File: config.mk
export PLATFORM = sky130hd
export DESIGN_NAME = lbp_col_cell
export DESIGN_NICKNAME = d
export VERILOG_FILES = /design/src/hdl/lbp_pkg.sv /design/src/hdl/lbp_col_cell.sv
export SDC_FILE = /design/constraint.sdc
export NUM_CORES = 1
export LEC_CHECK = 0
export BUFFER_PORTS_ARGS = -buffer_cell sky130_fd_sc_hd__buf_4
export CORE_MARGIN = 5
export CORE_UTILIZATION = 39
export DETAILED_ROUTE_END_ITERATION = 6
export HOLD_SLACK_MARGIN = 0.15
export MAX_ROUTING_LAYER = met4
export PLACE_DENSITY = 0.73
export SYNTH_ARGS = -nofsm -noshare
export SYNTH_HDL_FRONTEND = slang
export SYNTH_SLANG_ARGS = --single-unit
export TNS_END_PERCENT = 5
File: constraint.sdc
create_clock -name clk -period 0.8 [get_ports clk]
set_input_delay 0.24 -clock clk [delete_from_list [all_inputs] [get_ports clk]]
set_output_delay 0.24 -clock clk [all_outputs]
set_load 0.05 [all_outputs]
File: src/hdl/lbp_pkg.sv
// ----------------------------------------------------------------------------
// lbp_pkg: shared types and constants
// Payload widths, window column type, result record and register indexes
// of the 3x3 local binary pattern unit.
// ----------------------------------------------------------------------------
package lbp_pkg;

	localparam int PIX_W     = 8;
	localparam int CODE_W    = 8;
	localparam int CCOL_W    = 11;
	localparam int CROW_W    = 12;
	localparam int CFG_IDX_W = 1;
	localparam int CFG_DAT_W = 13;
	localparam int RWID_W    = 12;
	localparam int RCNT_W    = 13;

	localparam int RES_DEPTH = 4;
	localparam int RES_AW    = $clog2(RES_DEPTH);
	localparam int RES_CW    = $clog2(RES_DEPTH + 1);

	typedef enum logic [CFG_IDX_W-1:0] {
		CFG_ROW_WIDTH = 1'b0,
		CFG_ROW_COUNT = 1'b1
	} cfg_reg_t;

	typedef struct packed {
		logic [PIX_W-1:0] top;
		logic [PIX_W-1:0] mid;
		logic [PIX_W-1:0] bot;
	} col_t;

	typedef struct packed {
		logic [CODE_W-1:0] code;
		logic [CCOL_W-1:0] ccol;
		logic [CROW_W-1:0] crow;
		logic              last;
	} res_t;

endpackage

File: src/hdl/lbp_col_cell.sv
// ----------------------------------------------------------------------------
// lbp_col_cell: one window column
// Holds three vertically stacked pixels and takes its neighbor's column on
// each shift.
// ----------------------------------------------------------------------------
module lbp_col_cell import lbp_pkg::*; (
	input  logic clk,
	input  logic arst_n,
	input  logic shift,
	input  col_t col_in,
	output col_t col
);

	col_t col_q;

	always_ff @(posedge clk or negedge arst_n) begin
		if (!arst_n) begin
			col_q <= '0;
		end else if (shift) begin
			col_q <= col_in;
		end
	end

	assign col = col_q;

endmodule

==> impl_metrics.xml, run 1 <==
<?xml version="1.0" encoding="UTF-8"?>
<metrics>
  <group name="run_status">
    <metric name="result_of_the_run" unit="">complete, but fails checks</metric>
    <metric name="violations" unit="">setup timing</metric>
  </group>
  <group name="synth">
    <metric name="syn_nets" unit="">78</metric>
    <metric name="ys_ff_latch" unit="">24</metric>
    <metric name="synth_seq_area_share" unit="%">60.2</metric>
    <metric name="netlist_instances" unit="">51</metric>
    <metric name="netlist_area" unit="sq um">997</metric>
    <metric name="syn_avg_cell_area" unit="sq um">19.6</metric>
    <metric name="ys_types" unit="">5</metric>
    <metric name="synthesis.yosys.warnings" unit="">0</metric>
  </group>
  <group name="detailed_routing">
    <metric name="ant_nets" unit="">0</metric>
    <metric name="first_iter_violations" unit="">7</metric>
    <metric name="wl_per_cell" unit="um">15.7</metric>
    <metric name="drcViolationCount" unit="">0</metric>
    <metric name="route.met2.wl" unit="mm">1.17</metric>
    <metric name="route.top_layer_used" unit="">met4</metric>
    <metric name="vias_per_cell" unit="">4.62</metric>
    <metric name="dr_wl_met3" unit="um">132</metric>
    <metric name="drt-met1-wl" unit="um">784</metric>
    <metric name="vias" unit="">624</metric>
    <metric name="detailedRoute.firstPassIterationCount" unit="">2</metric>
    <metric name="wl" unit="mm">2.12</metric>
  </group>
  <group name="hold_path">
    <metric name="worst_hold_path.num_cells" unit="">2</metric>
    <metric name="hold_path_class" unit="">in2reg</metric>
    <metric name="hold_path.startpoint" unit="">col_in[5]</metric>
    <metric name="worst_hold_path.endpoint" unit="">col[5]</metric>
  </group>
  <group name="die">
    <metric name="core.rowCount" unit="">18</metric>
    <metric name="dieWidth" unit="um">60.6</metric>
    <metric name="floorplan.initialDensity" unit="%">40.6</metric>
    <metric name="ioPinCount" unit="">51</metric>
    <metric name="fp.coreArea" unit="sq um">2450</metric>
    <metric name="die_area" unit="sq um">3670</metric>
    <metric name="die_y" unit="um">60.6</metric>
  </group>
  <group name="setup_path">
    <metric name="crit_arrival" unit="ps">920</metric>
    <metric name="timing.rr.end" unit="">col[1]</metric>
    <metric name="cp-end-kind" unit="">primary output</metric>
    <metric name="timing.critical_path.slowest_cell_delay" unit="ps">440</metric>
    <metric name="worstPathMaxFanout" unit="">2</metric>
    <metric name="crit_buf_inv" unit="">1</metric>
    <metric name="timing.reg2reg.worst_path_depth" unit="">1</metric>
    <metric name="rr_startpoint" unit="">col[1]</metric>
    <metric name="path_cells" unit="">buf_6</metric>
    <metric name="worst_setup_start_kind" unit="">flop</metric>
    <metric name="setup_slack_of_the_worst_register_to_register_path" unit="ps">-10</metric>
    <metric name="crit_slowest_cell" unit="">sky130_fd_sc_hd__dfrtp_2</metric>
    <metric name="critical_path_class" unit="">reg2out</metric>
    <metric name="cp_data_required_time" unit="ps">560</metric>
    <metric name="worst_path_dominant_cell_family" unit="">flip-flops</metric>
  </group>
  <group name="clock_tree">
    <metric name="cts_made_buffers" unit="">3</metric>
    <metric name="cts_max_level" unit="">1</metric>
    <metric name="clock_path_buffers" unit="">2</metric>
    <metric name="clk_latency" unit="ps">320</metric>
    <metric name="cts_root_buffer" unit="">sky130_fd_sc_hd__clkbuf_4</metric>
    <metric name="cts_sinks" unit="">24</metric>
    <metric name="tritoncts" unit="">yes</metric>
    <metric name="path_clk_slew" unit="ps">130</metric>
    <metric name="cts-hold-fix-buffers" unit="">1</metric>
  </group>
  <group name="cells_and_area">
    <metric name="share_of_post_route_cells_with_drive_strength_above_1" unit="%">99.0</metric>
    <metric name="final_core_util" unit="%">64.4</metric>
    <metric name="diodes" unit="">0</metric>
    <metric name="synthToLayoutAreaGrowth" unit="%">58.6</metric>
    <metric name="stdcell_area" unit="sq um">1580</metric>
    <metric name="largest_register_ffs" unit="">24</metric>
    <metric name="fin_nets" unit="">133</metric>
    <metric name="nFillCells" unit="">189</metric>
  </group>
  <group name="sta">
    <metric name="layout_worst_path_cycle_share" unit="%">145</metric>
    <metric name="final.min_clock_period" unit="ps">1160</metric>
    <metric name="clock-skew-final" unit="ps">0</metric>
    <metric name="timing_max_transition_violations_final" unit="">0</metric>
    <metric name="timing.final.hold_violations" unit="">0</metric>
    <metric name="clock.fmax" unit="GHz">0.862</metric>
    <metric name="setup_viol" unit="">30</metric>
    <metric name="unrepaired_setup_endpoints_after_global_routing" unit="">true</metric>
    <metric name="relSlewSlack" unit="%">79.9</metric>
    <metric name="final.setup.worst_slack" unit="ps">-359</metric>
    <metric name="worstMarginPinSlew" unit="ps">302</metric>
  </group>
  <group name="power">
    <metric name="total_leakage_power" unit="uW">0.000758</metric>
    <metric name="vdd.ir_drop.worst" unit="V">0.00142</metric>
    <metric name="report.power.total" unit="uW">3430</metric>
    <metric name="power_density" unit="nW/um^2">2170</metric>
  </group>
  <group name="global_routing">
    <metric name="grt_first_pass_wirelength" unit="mm">3.22</metric>
    <metric name="overflow" unit="">0</metric>
    <metric name="grt_antenna_before_repair" unit="">0</metric>
    <metric name="grt_pass1_vias" unit="">697</metric>
    <metric name="pin_count_of_the_biggest_net_entering_global_routing" unit="">25</metric>
    <metric name="grt_use_total" unit="%">12.7</metric>
  </group>
  <group name="placed_design">
    <metric name="routabilityCongestion" unit="">0.614</metric>
    <metric name="place.detailed.hpwl" unit="mm">1.56</metric>
    <metric name="io_buffer_count" unit="">50</metric>
    <metric name="dpl-instance-area" unit="sq um">1430</metric>
  </group>
  <group name="run">
    <metric name="max_cap_viol_count" unit="">0</metric>
  </group>
</metrics>
Yosys cell counts (all sizes together):
| cell type | n | area, sq um |
|---|---|---|
| buf | 3 | 51.3 |
| mux2 | 24 | 345 |
| dfrtp | 24 | 601 |
cells by family (layout without fill, tap and decap cells):
kind of cell,after synthesis,count (layout),synth area share [%]
multiplexers,24,24,34.6
flip-flops,24,24,60.2
buffers and inverters,3,57,5.14
cell usage in the layout, fill, tap and decap left out, drive strengths merged:
cell type and count:
dlygate4sd3 1, buf 52, mux2 24, bufinv 1, dfrtp 24, clkbuf 3
routing by layer:
metal / vias to the layer above / global-route usage, %
met5: - / -
met4: 0 / 6.50
met1: 317 / 13.9
li1: 282 / -
met3: 4 / 2.98
met2: 21 / 21.4
power breakdown:
part / internal (uW) / switching [uW] / leakage (uW) / total [uW]
combinational: 501 / 597 / 0.000473 / 1100
clock: 507 / 374 / 0.0000279 / 881
sequential: 1360 / 94.9 / 0.000257 / 1450
worst max path at each step:
stage                 start      end  slack, ps  cells after the start
finish              col[18]  col[18]       -360                      1
global route        col[19]  col[19]       -400                      1
CTS                 col[18]  col[18]       -380                      1
detailed placement    shift  col[19]       -180                      3
global placement      shift   col[1]       -170                      3
floorplan            col[0]   col[0]       -110                      1
through the flow:
step | instances | worst slack, ps | hold WS [ps] | setup TNS (ps)
finish | 135 | -359 | 137 | -8390
global route | 135 | -399 | 117 | -9660
CTS | 135 | -380 | 121 | -8790
detailed placement | 130 | -183 | 155 | -3920
global placement | 130 | -167 | 151 | -3530
floorplan | 51 | -109 | -55.6 | -2600
cell type report:
cell class | instances | area (sq um) | area share [%]
Timing Repair Buffer | 53 | 515 | 32.6
Tap cell | 30 | 37.5 | 2.37
Sequential cell | 24 | 631 | 39.9
Multi-Input combinational cell | 24 | 345 | 21.8
Clock inverter | 1 | 30.0 | 1.90
Clock buffer | 3 | 22.5 | 1.42
timing repair:
action,CTS,global route
endpoints found under the setup margin,26,47
endpoints found under the hold margin,47,24
gates resized for setup,24,0
setup buffers,0,0
Power figures use the tool's default switching activity.
==> run 2, diff against run 1 <==
BUFFER_PORTS_ARGS = default   (was -buffer_cell sky130_fd_sc_hd__buf_4)
CORE_UTILIZATION = 53   (was 39)
DONT_BUFFER_PORTS = 1   (was default)
GPL_TIMING_DRIVEN = 1   (was default)
PLACE_DENSITY = 0.71   (was 0.73)
==> run 2 against run 1 <==
Effect of this change:
- cell count decreased by 24%
- sequential cell count unchanged
- combinational power increased by 13%
- global-route usage increased by 8.1 points
- largest cell class unchanged
- clock skew unchanged
- total power decreased by 3.9%
- the flow still finishes with violations (setup timing)
- maximum frequency decreased by 0.89%
- critical path type unchanged
- non-clock buffer count decreased by 26
- via count decreased by 9.1%
- sequential share of layout area increased by 0.77 points
- clock power decreased by 39%
- setup slack got worse by 10 ps
==> impl_metrics.xml, run 2 (same netlist as run 1, synthesis figures left out) <==
<?xml version="1.0" encoding="UTF-8"?>
<metrics>
  <group name="run_status">
    <metric name="result_of_the_run" unit="">complete, but fails checks</metric>
    <metric name="violations" unit="">setup timing</metric>
  </group>
  <group name="power">
    <metric name="netSwitchingFraction" unit="%">33.6</metric>
    <metric name="combPwrFrac" unit="%">37.5</metric>
    <metric name="total_leakage_power" unit="uW">0.000695</metric>
    <metric name="vdd.ir_drop.worst" unit="V">0.00213</metric>
    <metric name="p_seq_share" unit="%">46.1</metric>
    <metric name="power_switching" unit="uW">1110</metric>
    <metric name="report.power.total" unit="uW">3290</metric>
    <metric name="p_int" unit="uW">2190</metric>
    <metric name="clkPwrFrac" unit="%">16.3</metric>
    <metric name="power_density" unit="nW/um^2">2120</metric>
  </group>
  <group name="detailed_routing">
    <metric name="route.met2.wl" unit="mm">1.68</metric>
    <metric name="detailedRoute.firstPassIterationCount" unit="">2</metric>
    <metric name="wl" unit="mm">2.96</metric>
    <metric name="ant_nets" unit="">0</metric>
    <metric name="wl_per_cell" unit="um">28.7</metric>
    <metric name="first_iter_violations" unit="">5</metric>
    <metric name="route.top_layer_used" unit="">met4</metric>
    <metric name="drt-met1-wl" unit="um">940</metric>
    <metric name="vias_per_cell" unit="">5.50</metric>
    <metric name="drcViolationCount" unit="">0</metric>
    <metric name="dr_wl_met3" unit="um">173</metric>
    <metric name="vias" unit="">567</metric>
  </group>
  <group name="placed_design">
    <metric name="io_buffer_count" unit="">0</metric>
    <metric name="routabilityCongestion" unit="">0.748</metric>
    <metric name="place.detailed.hpwl" unit="mm">1.84</metric>
    <metric name="place.detailed.instances" unit="">97</metric>
    <metric name="preCtsSetupSlack" unit="ps">-20.0</metric>
  </group>
  <group name="cells_and_area">
    <metric name="synthToLayoutAreaGrowth" unit="%">55.6</metric>
    <metric name="nFillCells" unit="">68</metric>
    <metric name="multi_input_gate_area_in_the_final_layout" unit="sq um">345</metric>
    <metric name="final_cell_mix" unit="">sky130_fd_sc_hd__buf_12 (25), sky130_fd_sc_hd__dfrtp_2 (24), sky130_fd_sc_hd__mux2_4 (20)</metric>
    <metric name="fin_cells" unit="">103</metric>
    <metric name="final_core_util" unit="%">87.9</metric>
    <metric name="area.sequential" unit="sq um">631</metric>
    <metric name="share_of_post_route_cells_with_drive_strength_above_1" unit="%">98.7</metric>
    <metric name="mostFrequentLayoutCell" unit="">sky130_fd_sc_hd__buf_12</metric>
    <metric name="fin_nets" unit="">107</metric>
    <metric name="largest_register_ffs" unit="">24</metric>
    <metric name="diodes" unit="">0</metric>
  </group>
  <group name="sta">
    <metric name="relSlewSlack" unit="%">91.3</metric>
    <metric name="timing_max_transition_violations_final" unit="">0</metric>
    <metric name="final.setup.worst_slack" unit="ps">-370</metric>
    <metric name="worstMarginPinSlew" unit="ps">131</metric>
    <metric name="clock.fmax" unit="GHz">0.855</metric>
    <metric name="clock-skew-final" unit="ps">0</metric>
    <metric name="timing.final.hold_violations" unit="">0</metric>
    <metric name="layout_worst_path_cycle_share" unit="%">146</metric>
    <metric name="unrepaired_setup_endpoints_after_global_routing" unit="">true</metric>
    <metric name="final.min_clock_period" unit="ps">1170</metric>
    <metric name="setup_viol" unit="">48</metric>
  </group>
  <group name="die">
    <metric name="fp.coreArea" unit="sq um">1760</metric>
    <metric name="die_y" unit="um">53.4</metric>
    <metric name="die_area" unit="sq um">2850</metric>
    <metric name="ioPinCount" unit="">51</metric>
    <metric name="floorplan.initialDensity" unit="%">56.5</metric>
    <metric name="core.rowCount" unit="">15</metric>
    <metric name="dieWidth" unit="um">53.4</metric>
  </group>
  <group name="setup_path">
    <metric name="critical_path_class" unit="">reg2out</metric>
    <metric name="crit_buf_inv" unit="">1</metric>
    <metric name="cp-end-kind" unit="">primary output</metric>
    <metric name="crit_slowest_cell" unit="">sky130_fd_sc_hd__dfrtp_2</metric>
    <metric name="path_cells" unit="">buf_12</metric>
    <metric name="worstPathMaxFanout" unit="">2</metric>
    <metric name="timing.critical_path.slowest_cell_delay" unit="ps">460</metric>
    <metric name="worst_setup_start_kind" unit="">flop</metric>
    <metric name="cp_data_required_time" unit="ps">560</metric>
    <metric name="crit_arrival" unit="ps">930</metric>
    <metric name="setup_slack_of_the_worst_register_to_register_path" unit="ps">-140</metric>
    <metric name="worst_path_dominant_cell_family" unit="">flip-flops</metric>
  </group>
  <group name="global_routing">
    <metric name="grt_antenna_before_repair" unit="">0</metric>
    <metric name="overflow" unit="">0</metric>
    <metric name="grt_use_total" unit="%">20.8</metric>
    <metric name="pin_count_of_the_biggest_net_entering_global_routing" unit="">25</metric>
    <metric name="grt_pass1_vias" unit="">671</metric>
    <metric name="grt_first_pass_wirelength" unit="mm">3.88</metric>
  </group>
  <group name="clock_tree">
    <metric name="cts_sinks" unit="">24</metric>
    <metric name="tritoncts" unit="">yes</metric>
    <metric name="cts_root_buffer" unit="">sky130_fd_sc_hd__clkbuf_4</metric>
    <metric name="path_clk_slew" unit="ps">130</metric>
    <metric name="cts_made_buffers" unit="">3</metric>
    <metric name="clock_path_buffers" unit="">2</metric>
    <metric name="cts_max_level" unit="">1</metric>
    <metric name="clk_latency" unit="ps">300</metric>
  </group>
  <group name="run">
    <metric name="max_cap_viol_count" unit="">0</metric>
  </group>
  <group name="hold_path">
    <metric name="hold_path_class" unit="">in2reg</metric>
  </group>
</metrics>
run 2: worst register-to-register path, cell delays in order (launching register included):
cell	delay (ps)
sky130_fd_sc_hd__dfrtp_2	460
sky130_fd_sc_hd__buf_6	120
sky130_fd_sc_hd__mux2_4	260
run 2: final timing paths:
check | start | endpoint | cells after the start
worst max-delay path | col[19] | col[19] | 1
worst min-delay path | col_in[12] | col[12] | 1
worst max register to register | col[19] | col[19] | 2
worst min register to register | col[12] | col[12] | 1
max in group asynchronous | arst_n | col[0] | 2
min in group asynchronous | arst_n | col[22] | 2
run 2: power groups by stage:
| stage | sequential (uW) | clock, uW | combinational (uW) |
|---|---|---|---|
| after floorplan | 1880 | 0 | 238 |
| after global routing | 1540 | 600 | 1270 |
| after global placement | 1510 | 0 | 1160 |
| after CTS | 1510 | 530 | 1200 |
| after detailed placement | 1530 | 0 | 1180 |
| final | 1520 | 538 | 1240 |
run 2: per-stage QoR:
step,instance area [sq um],setup TNS [ps],hold WS [ps]
6_report,1550,-9500,67.1
4_1_cts,1520,-9280,-398
5_1_grt,1550,-10530,49.6
3_3_place_gp,1490,0,-55.0
3_5_place_dp,1490,-183,-55.1
2_1_floorplan,1030,-2600,-55.6
run 2: what timing repair did:
item	CTS	global route
setup endpoints to repair	48	48
buffers inserted	1	0
gates resized for setup	1	0
endpoints found under the hold margin	48	48
run 2: per-layer routing:
metal	GRT usage (%)	vias up
li1	-	231
met3	5.07	12
met5	-	-
met2	38.6	33
met1	21.3	291
met4	6.38	0
run 2: cell type report:
type,count,area share [%]
tap,25,2.02
timing repair buffer,27,33.6
clock buffer,3,1.45
sequential,24,40.6
multi-input combinational,24,22.3
